--- config.mk ---
export PLATFORM = sky130hd
export DESIGN_NAME = sysex_frame_checker_core
export DESIGN_NICKNAME = d
export VERILOG_FILES = /design/src/sfc_pkg.sv /design/src/sfc_frame_logic.sv /design/src/sfc_out_reg.sv /design/src/sysex_frame_checker_core.sv
export SDC_FILE = /design/constraint.sdc
export NUM_CORES = 1
export LEC_CHECK = 0
export ABC_AREA = 1
export ABC_CLOCK_PERIOD_IN_PS = 6700
export BUFFER_PORTS_ARGS = -buffer_cell sky130_fd_sc_hd__clkbuf_2
export CAP_MARGIN = 20
export CORE_MARGIN = 2
export CORE_UTILIZATION = 45
export DETAILED_ROUTE_END_ITERATION = 6
export PLACE_DENSITY_LB_ADDON = 0.1
export SETUP_SLACK_MARGIN = 0.4
export SYNTH_ARGS = -nofsm -noshare
export SYNTH_HDL_FRONTEND = slang
export SYNTH_SLANG_ARGS = --single-unit
--- constraint.sdc ---
create_clock -name i_clk -period 6.7 [get_ports i_clk]
set_input_delay 0.67 -clock i_clk [delete_from_list [all_inputs] [get_ports i_clk]]
set_output_delay 0.67 -clock i_clk [all_outputs]
set_load 0.01 [all_outputs]
--- src/sfc_pkg.sv ---
// ----------------------------------------------------------------------------
// sfc_pkg
// Shared types, constants and helpers for the sysex frame checker.
// ----------------------------------------------------------------------------
package sfc_pkg;

    localparam int MAX_PAYLOAD = 4096;
    localparam int POS_W       = 13;
    localparam int CFG_IDX_W   = 2;
    localparam int CFG_DATA_W  = 13;
    localparam int HEADER_LEN  = 7;

    localparam logic [CFG_IDX_W-1:0] REG_PAYLOAD_NIBBLES = 2'd0;
    localparam logic [CFG_IDX_W-1:0] REG_FIX_MODE        = 2'd1;

    localparam logic [POS_W-1:0] PAYLOAD_RESET = 13'd672;
    localparam logic [POS_W-1:0] PAYLOAD_MIN   = 13'd2;
    localparam logic [POS_W-1:0] PAYLOAD_MAX   = POS_W'(MAX_PAYLOAD);

    localparam logic [7:0] END_MARK  = 8'hF7;
    localparam logic [7:0] CSUM_MASK = 8'h7F;

    typedef struct packed {
        logic [7:0] data_byte;
        logic       frame_start;
    } t_item;

    typedef struct packed {
        logic [7:0] out_byte;
        logic       byte_wrong;
        logic       frame_last;
        logic       frame_bad;
    } t_result;

    function automatic logic [7:0] header_byte(input logic [2:0] idx);
        logic [7:0] b;
        case (idx)
            3'd0:    b = 8'hF0;
            3'd1:    b = 8'h44;
            3'd2:    b = 8'h03;
            3'd3:    b = 8'h00;
            3'd4:    b = 8'h70;
            3'd5:    b = 8'h00;
            3'd6:    b = 8'h40;
            default: b = 8'h00;
        endcase
        return b;
    endfunction

    // Clamp to [2, MAX_PAYLOAD] and force an even count.
    function automatic logic [POS_W-1:0] effective_payload(input logic [POS_W-1:0] p);
        logic [POS_W-1:0] c;
        c = p;
        if (c < PAYLOAD_MIN) c = PAYLOAD_MIN;
        if (c > PAYLOAD_MAX) c = PAYLOAD_MAX;
        return {c[POS_W-1:1], 1'b0};
    endfunction

endpackage

--- src/sfc_frame_logic.sv ---
// ----------------------------------------------------------------------------
// sfc_frame_logic
// Frame position tracking, checksum accumulation and per-byte compare.
// ----------------------------------------------------------------------------
module sfc_frame_logic (
    input  logic                       i_clk,
    input  logic                       i_rst_n,
    input  logic                       i_fire,
    input  sfc_pkg::t_item             i_item,
    input  logic [sfc_pkg::POS_W-1:0]  i_payload_nibbles,
    input  logic                       i_fix_mode,
    output sfc_pkg::t_result           o_result
);
    import sfc_pkg::*;

    logic [POS_W-1:0] r_position, n_position;
    logic [7:0]       r_running_sum, n_running_sum;
    logic [3:0]       r_held_high, n_held_high;
    logic             r_bad_seen, n_bad_seen;

    logic [POS_W-1:0] w_csum_pos;
    logic [POS_W-1:0] w_pos;
    logic [7:0]       w_sum;
    logic [3:0]       w_held;
    logic             w_bad;
    logic [7:0]       w_expected;
    logic             w_checked;
    logic             w_last;
    logic             w_wrong;

    assign w_csum_pos = POS_W'(HEADER_LEN) + effective_payload(i_payload_nibbles);

    always_comb begin
        // frame start clears the frame before this byte is handled
        w_pos  = i_item.frame_start ? '0 : r_position;
        w_sum  = i_item.frame_start ? '0 : r_running_sum;
        w_held = i_item.frame_start ? '0 : r_held_high;
        w_bad  = i_item.frame_start ? 1'b0 : r_bad_seen;

        w_expected    = 8'h00;
        w_checked     = 1'b0;
        w_last        = 1'b0;
        n_running_sum = w_sum;
        n_held_high   = w_held;

        if (w_pos < POS_W'(HEADER_LEN)) begin
            w_expected = header_byte(w_pos[2:0]);
            w_checked  = 1'b1;
        end else if (w_pos < w_csum_pos) begin
            // header length is odd, so pair high nibbles sit on odd positions
            if (w_pos[0]) begin
                n_held_high = i_item.data_byte[3:0];
            end else begin
                n_running_sum = w_sum + ({w_held, 4'h0} | i_item.data_byte);
            end
        end else if (w_pos == w_csum_pos) begin
            w_expected = (8'h00 - w_sum) & CSUM_MASK;
            w_checked  = 1'b1;
        end else begin
            // end byte, also taken when the position has run past the end
            w_expected = END_MARK;
            w_checked  = 1'b1;
            w_last     = 1'b1;
        end

        w_wrong    = w_checked && (i_item.data_byte != w_expected);
        n_bad_seen = w_bad | w_wrong;
        n_position = w_pos + 1'b1;

        if (w_last) begin
            n_position    = '0;
            n_running_sum = '0;
            n_held_high   = '0;
            n_bad_seen    = 1'b0;
        end
    end

    always_comb begin
        o_result.out_byte   = (w_wrong && i_fix_mode) ? w_expected : i_item.data_byte;
        o_result.byte_wrong = w_wrong;
        o_result.frame_last = w_last;
        o_result.frame_bad  = w_bad | w_wrong;
    end

    always_ff @(posedge i_clk) begin
        if (!i_rst_n) begin
            r_position    <= '0;
            r_running_sum <= '0;
            r_held_high   <= '0;
            r_bad_seen    <= 1'b0;
        end else if (i_fire) begin
            r_position    <= n_position;
            r_running_sum <= n_running_sum;
            r_held_high   <= n_held_high;
            r_bad_seen    <= n_bad_seen;
        end
    end

endmodule

--- src/sfc_out_reg.sv ---
// ----------------------------------------------------------------------------
// sfc_out_reg
// Result register on the master side; loads whenever it is empty or drained.
// ----------------------------------------------------------------------------
module sfc_out_reg (
    input  logic              i_clk,
    input  logic              i_rst_n,
    input  logic              i_valid,
    input  sfc_pkg::t_result  i_result,
    output logic              o_advance,
    output logic              o_m_tvalid,
    input  logic              i_m_tready,
    output sfc_pkg::t_result  o_result
);
    import sfc_pkg::*;

    logic    r_valid;
    t_result r_result;

    assign o_advance  = !r_valid || i_m_tready;
    assign o_m_tvalid = r_valid;
    assign o_result   = r_result;

    always_ff @(posedge i_clk) begin
        if (!i_rst_n) begin
            r_valid <= 1'b0;
        end else if (o_advance) begin
            r_valid <= i_valid;
        end
    end

    always_ff @(posedge i_clk) begin
        if (o_advance && i_valid) begin
            r_result <= i_result;
        end
    end

endmodule

--- src/sysex_frame_checker_core.sv ---
// ----------------------------------------------------------------------------
// sysex_frame_checker_core
// Byte-wise checker for F0 44 03 00 70 00 40 sysex frames with nibble payload.
// ----------------------------------------------------------------------------
// One byte is accepted per clock unless the master side stalls, and one result
// beat leaves per byte, through the input register, then the result register.
// The header, checksum and F7 end byte are compared with their expected values;
// payload bytes pass unchecked but feed the 8-bit checksum sum. Frame length
// is 7 + payload_nibbles (clamped to 2..4096, made even) + 2 bytes. tuser on the
// slave side forces frame position zero. Write configuration only while idle.
module sysex_frame_checker_core (
    input  logic                          i_clk,
    input  logic                          i_rst_n,
    // slave side
    input  logic                          s_axis_tvalid,
    output logic                          s_axis_tready,
    input  logic [7:0]                    s_axis_tdata,   // [7:0] data_byte
    input  logic                          s_axis_tuser,   // [0] frame_start
    // master side
    output logic                          m_axis_tvalid,
    input  logic                          m_axis_tready,
    output logic [7:0]                    m_axis_tdata,   // [7:0] out_byte
    output logic                          m_axis_tlast,   // frame_last
    output logic [1:0]                    m_axis_tuser,   // [0] byte_wrong, [1] frame_bad
    // configuration write channel
    input  logic                          i_cfg_valid,
    output logic                          o_cfg_ready,
    input  logic [sfc_pkg::CFG_IDX_W-1:0] i_cfg_index,
    input  logic [sfc_pkg::CFG_DATA_W-1:0] i_cfg_data
);
    import sfc_pkg::*;

    logic [POS_W-1:0] r_payload_nibbles;
    logic             r_fix_mode;
    logic             r_in_valid;
    t_item            r_in_item;
    logic             w_advance;
    t_result          w_result;
    t_result          w_out;

    assign o_cfg_ready = 1'b1;

    always_ff @(posedge i_clk) begin
        if (!i_rst_n) begin
            r_payload_nibbles <= PAYLOAD_RESET;
            r_fix_mode        <= 1'b1;
        end else if (i_cfg_valid) begin
            case (i_cfg_index)
                REG_PAYLOAD_NIBBLES: r_payload_nibbles <= i_cfg_data[POS_W-1:0];
                REG_FIX_MODE:        r_fix_mode        <= i_cfg_data[0];
                default:             ;
            endcase
        end
    end

    assign s_axis_tready = !r_in_valid || w_advance;

    always_ff @(posedge i_clk) begin
        if (!i_rst_n) begin
            r_in_valid <= 1'b0;
        end else if (s_axis_tready) begin
            r_in_valid <= s_axis_tvalid;
        end
    end

    always_ff @(posedge i_clk) begin
        if (s_axis_tready && s_axis_tvalid) begin
            r_in_item.data_byte   <= s_axis_tdata;
            r_in_item.frame_start <= s_axis_tuser;
        end
    end

    sfc_frame_logic u_frame_logic (
        .i_clk             (i_clk),
        .i_rst_n           (i_rst_n),
        .i_fire            (r_in_valid && w_advance),
        .i_item            (r_in_item),
        .i_payload_nibbles (r_payload_nibbles),
        .i_fix_mode        (r_fix_mode),
        .o_result          (w_result)
    );

    sfc_out_reg u_out_reg (
        .i_clk      (i_clk),
        .i_rst_n    (i_rst_n),
        .i_valid    (r_in_valid),
        .i_result   (w_result),
        .o_advance  (w_advance),
        .o_m_tvalid (m_axis_tvalid),
        .i_m_tready (m_axis_tready),
        .o_result   (w_out)
    );

    assign m_axis_tdata = w_out.out_byte;
    assign m_axis_tlast = w_out.frame_last;
    assign m_axis_tuser = {w_out.frame_bad, w_out.byte_wrong};

endmodule

[After elaboration in Yosys (flattened, before gate mapping)]
Cells that the tools add are included.
Storage, ports and cells
  logic and storage cells: 69
  flip-flop bits (word level): 62
  output and inout port bits: 14
  input bits: 29
Operators by class
  $add $sub $neg: 4
  reductions and logical operators: 12
  equal/unequal tests: 7
  multiplexer cells: 26
  bitwise gates (word level): 2
  magnitude comparators: 4
Operators by type and width (number)
  8-bit 2-to-1 mux: 9
  13-bit 2-to-1 mux: 4
  8-bit case mux with 5 select lines: 1
  4-bit 2-to-1 mux: 5
  13-bit by 1-bit adder with 13-bit output, second input constant: 1
  3-bit by 13-bit adder with 13-bit output, first input constant: 1
  13-bit equality test: 1
  13-bit > comparator, second input constant: 1
  13-bit < comparator: 1
  13-bit by 2-bit < comparator with 1-bit output, second input constant: 1
  13-bit by 3-bit < comparator with 1-bit output, second input constant: 1
  8-bit adder: 1
  8-bit != test: 1
  8-bit bitwise OR: 1
  1-bit 2-to-1 mux: 7
  1-bit by 7-bit subtractor with 7-bit output, first input constant: 1
  3-bit equality test, second input constant: 2
  1-bit logical AND: 4
  2-bit AND reduction: 2
  3-bit by 1-bit equality test with 1-bit output, second input constant: 1
  3-bit by 2-bit equality test with 1-bit output, second input constant: 1
  3-bit logical NOT: 1
  2-bit by 1-bit equality test with 1-bit output, second input constant: 1
  1-bit logical NOT: 2
  3 further kinds: 4

[Depth between registers and ports, before layout]
  depth in word-level cells: 13
  gate-level depth with buffers: 34
  mapped depth without buffers: 34

[Modules after synthesis]
A second synthesis with hierarchy kept.
Unflattened totals
  cells, all modules: 633
  area total of the unflattened synthesis: 4294.1 um^2
Modules (own cells, without submodules)
  sfc_frame_logic: seq. area each 480.5 um^2, instances 1, area each 2949.1 um^2, cells each 510
  sysex_frame_checker_core: seq. area each 570.5 um^2, instances 1, area each 963.4 um^2, cells each 105
  sfc_out_reg: seq. area each 350.3 um^2, instances 1, area each 381.6 um^2, cells each 18

[Least setup slack after synthesis]
No wires, ideal clock.
  path kind: reg2reg
  start: register r_payload_nibbles[4]
  end: register u_out_reg.r_result (netlist bit u_out_reg.o_result[9]), data pin
  stages on the path, launching flop included: 30
  path slack: 3.036 ns
  period minus slack after synthesis: 3.664 ns
  library setup time: 0.255 ns
  required time: 6.445 ns
  buffers on the path: 0
  data arrival time: 3.410 ns
  path through: dfxtp_1 -> inv_1 -> nand3_1 -> nor3_1 -> a41oi_1 -> nor2_1 -> inv_1 -> ha_1 -> nor3_1 -> nand3_1 -> nor2_1 -> xor2_1 -> ha_1 -> nand2_1 -> nor2_1 -> nand2_1 -> nor2_2 -> o21ai_0 -> nand2_1 -> nand2_1 -> nand2_1 -> nand2_1 -> nand3_1 -> nor2_1 -> nand2_2 -> nand2_4 -> inv_4 -> nand2_8 -> nand2_1 -> o21ai_2
RTL lines
  start: declaration: line sysex_frame_checker_core.sv:33  | logic [POS_W-1:0] r_payload_nibbles;
  start signal: assignment: line sysex_frame_checker_core.sv:49  | REG_PAYLOAD_NIBBLES: r_payload_nibbles <= i_cfg_data[POS_W-1:0];
  end signal: assignment: line sfc_out_reg.sv:34  | r_result <= i_result;
  end: declaration: line sfc_out_reg.sv:18  | t_result r_result;

==> impl_summary.txt <==
----------------------------------------------------
[STA]
  Relative slew margins ... 0.449
  Number of endpoints failing setup at the final stage ... 0
  Worst slew pin tran ... 0.822 ns
  Min Clock Period, post-route ... roughly 4.4 ns
  Unrepaired setup endpoints after global routing ... false
  Timing-limited maximum frequency ... 225 MHz
  Final clock skew ... 0.00730 ns
  Final count of pins violating max slew ... 0
  Period Utilization, post-route ... 0.664
  Setup TNS Final ... 0 ns
  Number of endpoints with negative hold slack in the final report ... 0
  Final-layout worst hold slack ... between 0.4 and 0.5 ns

[Setup path]
  Worst R2R End ... u_frame_logic.r_running_sum[4]$_SDFFE_PN0P_
  Worst EP arrival ... 4.70 ns
  Maximum fanout along the worst path ... 16
  CP endpoint kind ... register
  Startpoint of the worst register-to-register path ... r_payload_nibbles[4]$_SDFFE_PN0P_
  Reg-to-reg slack, setup ... between 2 and 2.5 ns
  Critical Setup Path Class ... reg2reg
  Data required time of the worst path ... a little under 7 ns
  Number of cells traversed by the worst register-to-register path ... 24
  Category of the worst setup path launch point ... register

[Power and ir drop]
  Combinational cell fraction of total power ... 0.109
  Switching Fraction ... 0.264
  Largest vdd supply drop ... between 0.00009 and 0.0001 V
  Pwr per Cell Area ... approximately 170 nW/µm²
  Sw power ... between 0.0002 and 0.00025 W
  Internal Power ... 0.000581 W
  Clk network pwr share ... 0.386
  Standby leakage power ... ~2.2 nW
  Register share of total power ... 0.506

[Placement]
  RePlAce Congestion ... slightly below 0.9
  Cell count after placement ... 717
  PortBufs ... 41
  Detailed Place HPWL ... approximately 7500 µm

[Yosys]
  Warnings, synthesis ... 0
  Synth Register Bits ... 60
  Post-Syn Nets ... ~630
  Top flip-flop cell by instance count after synthesis ... sky130_fd_sc_hd__dfxtp_1
  Fraction of the yosys area taken by sequential cells ... 0.339
  Average cell area after synthesis ... just over 7 µm²
  Async S/R FF share, synth ... 0
  Count of different cell masters after synthesis ... 38
  Cell area after synthesis ... a little over 4000 µm²
  Number of enable-type register cells in the synthesized netlist ... 20
  Gate count of the mapped netlist ... roughly 580

[Hold path]
  Worst hold path depth ... 2
  End point of the most critical hold path ... u_frame_logic.r_bad_seen$_SDFFE_PN0P_
  Start point of the worst hold path ... u_frame_logic.r_bad_seen$_SDFFE_PN0P_
  Worst hold-check path type ... reg2reg

[Floorplan]
  Die outline height ... between 90 and 100 µm
  Number of ports placed on the die boundary ... between 40 and 50
  Initial Utilization ... 0.469
  Std cell rows ... 34
  Die Width ... around 100 µm
  Area of the die ... about 10000 µm²
  Area inside the core boundary ... about 8800 µm²

[Clock tree]
  Maximum buffer depth of the clock tree ... 2
  CTS HTree Levels ... 3
  CTS Root Cell ... sky130_fd_sc_hd__clkbuf_8
  CTS buffer count ... 9
  Worst-Skew Late Latency ... between 0.3 and 0.4 ns
  Number of sinks on the clock net ... 60
  Quantity of gates resized following cts ... 0
  Number of setup buffers added after CTS ... 0
  Clk slew on worst S/H paths ... 0.07 ns
  Number of buffers inserted for hold repair after clock tree synthesis ... 0
  CTS tree ... yes

[Run]
  Number of maximum-capacitance violations ... 0

[Routing]
  Avg WL per Cell ... between 10 and 15 µm
  DR iter-0 viols ... 147
  Met2 wire len ... between 4000 and 5000 µm
  WL final ... 9780 µm
  Met1 routed wirelength after detailed routing ... 4250 µm
  Pre-Repair DR Iteration Count ... 4
  ANT nets after route ... 0
  Top layer reached by signal wires ... met4
  Via count of the routed design ... approximately 3800
  Routed via count divided by cell count ... 5.14
  DRC violations left ... 0
  Detailed-routed wire length on met3 ... approximately 430 µm

[Final layout]
  Syn-to-layout area delta ... 11.0%
  Number of standard cells in the final layout excluding fillers ... around 730
  Diodes inserted ... 0
  Proportion of layout cells with a drive suffix above 1 ... 0.160
  Final Net Count ... just under 700

[Global route]
  Global-route wire length before repair ... between 15000 and 20000 µm
  Largest net degree at the start of global routing ... 29
  Antenna violations before repair ... 0
  Via count of the first global-routing pass ... around 3500
  Overall overflow remaining after global route ... 0
  GRT Overall Usage ... 0.209

[Status]
  Status ... completed

----------------------------------------------------
[registers in the layout (all words and copies together), names as in the netlist, 3 cells and up]
register / flops
u_frame_logic.r_running_sum: 7
u_frame_logic.r_position: 13
u_out_reg.o_result: 11
u_frame_logic.r_held_high: 3
r_payload_nibbles: 13
r_in_item: 9
[layout by cell type, fill, tap and decap left out, drive strengths merged]
cell      Yosys  routed
nand3        35      35
conb          1       1
fa            1       1
clkinvlp      0       1
xnor2         1       1
nand3b        1       1
o211ai        6       6
nor3          7       7
a41oi         1       1
dfxtp        40      40
inv          81      81
clkbuf        7      55
or2           1       1
buf           5       1
o21ai        44      44
xor2         17      17
nor2         53      53
nand4        11      11
a21oi        53      53
nand2       168     168
clkinv        1       1
edfxtp       20      20
nor3b         1       1
ha           24      24
[power groups by stage]
stage | Sequential (W) | Clock, W | Combinational [W]
2_1_floorplan | 0.000405 | 0 | 0.0000601
3_3_place_gp | 0.000407 | 0 | 0.0000848
3_5_place_dp | 0.000407 | 0 | 0.0000864
4_1_cts | 0.000399 | 0.000315 | 0.0000868
5_1_grt | 0.000400 | 0.000328 | 0.0000990
6_report | 0.000399 | 0.000305 | 0.0000858
[cell usage after synthesis, types with 6 or more instances]
cell                       instances  share of area
sky130_fd_sc_hd__o21ai_0          31          0.038
sky130_fd_sc_hd__dfxtp_1          40           0.19
sky130_fd_sc_hd__edfxtp_1         20           0.15
sky130_fd_sc_hd__nor3_1            7         0.0085
sky130_fd_sc_hd__xor2_1           16          0.034
sky130_fd_sc_hd__a21oi_1          53          0.064
sky130_fd_sc_hd__nor2_4            6          0.016
sky130_fd_sc_hd__inv_2             6         0.0054
sky130_fd_sc_hd__nand2_1         151           0.14
sky130_fd_sc_hd__o21ai_1           8         0.0097
sky130_fd_sc_hd__nand4_1          10          0.015
sky130_fd_sc_hd__nand3_1          32          0.039
sky130_fd_sc_hd__nand2_2          11          0.017
sky130_fd_sc_hd__clkbuf_1          7         0.0064
sky130_fd_sc_hd__ha_1             24          0.073
sky130_fd_sc_hd__nor2_1           43          0.039
sky130_fd_sc_hd__o211ai_1          6          0.011
sky130_fd_sc_hd__inv_1            74          0.067
[logic make-up (layout without fill, tap and decap cells)]
kind of cell / Yosys count / count (layout) / share of synthesized area
fa+ha+maj: 25 / 25 / 0.0775
compound gates: 104 / 104 / 0.135
buf+inv: 94 / 139 / 0.0926
flops: 60 / 60 / 0.339
simple gates: 277 / 277 / 0.315
xor+xnor: 18 / 18 / 0.0400
other cells: 1 / 1 / 0.000907
[critical path, stage by stage, from the launching register on]
cell                      delay, ns
sky130_fd_sc_hd__dfxtp_1       0.33
sky130_fd_sc_hd__inv_1         0.10
sky130_fd_sc_hd__nand3_1       0.08
sky130_fd_sc_hd__nor3_1        0.18
sky130_fd_sc_hd__a41oi_1       0.19
sky130_fd_sc_hd__nor2_1        0.18
sky130_fd_sc_hd__inv_1         0.06
sky130_fd_sc_hd__ha_1          0.19
sky130_fd_sc_hd__nor3_1        0.38
sky130_fd_sc_hd__nand3_1       0.16
sky130_fd_sc_hd__nor2_1        0.14
sky130_fd_sc_hd__xor2_1        0.09
sky130_fd_sc_hd__ha_1          0.28
sky130_fd_sc_hd__nand2_1       0.06
sky130_fd_sc_hd__nor2_1        0.14
sky130_fd_sc_hd__nand2_1       0.09
sky130_fd_sc_hd__nor2_2        0.32
sky130_fd_sc_hd__nor2_1        0.09
sky130_fd_sc_hd__nand2_1       0.13
sky130_fd_sc_hd__inv_2         0.05
sky130_fd_sc_hd__nor2_2        0.52
sky130_fd_sc_hd__inv_2         0.23
sky130_fd_sc_hd__a21oi_1       0.16
sky130_fd_sc_hd__o21ai_0       0.09
sky130_fd_sc_hd__a21oi_1       0.13
[layer usage]
layer  vias up  global-route usage
met5         -                   0
met4         0              0.0706
met3        14              0.0446
met2        84               0.366
met1      1703               0.256
li1       1961                   -
[how the worst max path moves through the flow]
stage / from / slack [ns] / endpoint
2_1_floorplan: r_payload_nibbles[4]$_SDFFE_PN0P_ / 3.04 / u_out_reg.o_result[9]$_DFFE_PP_
3_5_place_dp: r_payload_nibbles[4]$_SDFFE_PN0P_ / 2.25 / u_frame_logic.r_running_sum[4]$_SDFFE_PN0P_
4_1_cts: r_payload_nibbles[4]$_SDFFE_PN0P_ / 2.21 / u_frame_logic.r_running_sum[4]$_SDFFE_PN0P_
5_1_grt: r_payload_nibbles[4]$_SDFFE_PN0P_ / 1.68 / u_frame_logic.r_held_high[1]$_SDFFE_PN0P_
6_report: r_payload_nibbles[4]$_SDFFE_PN0P_ / 2.25 / u_frame_logic.r_running_sum[4]$_SDFFE_PN0P_
3_3_place_gp: r_payload_nibbles[4]$_SDFFE_PN0P_ / 2.36 / u_frame_logic.r_running_sum[4]$_SDFFE_PN0P_
[area by class of cell]
type	instances	area, µm²
flip-flops and latches	60	1400
repair buffers	42	213
inverters	82	310
multi-input cells	425	2350
well taps	108	135
fillers	866	4220
clock buffers	14	173
clock inverters	1	7.51
[stage by stage]
step	total power [W]	utilization	cell area, µm²	setup WS, ns
final	0.000790	0.521	4590	2.25
after CTS	0.000801	0.521	4590	2.21
after detailed placement	0.000494	0.501	4410	2.25
after global placement	0.000492	0.501	4410	2.36
after global routing	0.000827	0.521	4590	1.68
after floorplan	0.000465	-	4130	3.04
Power figures use the tool's default switching activity.
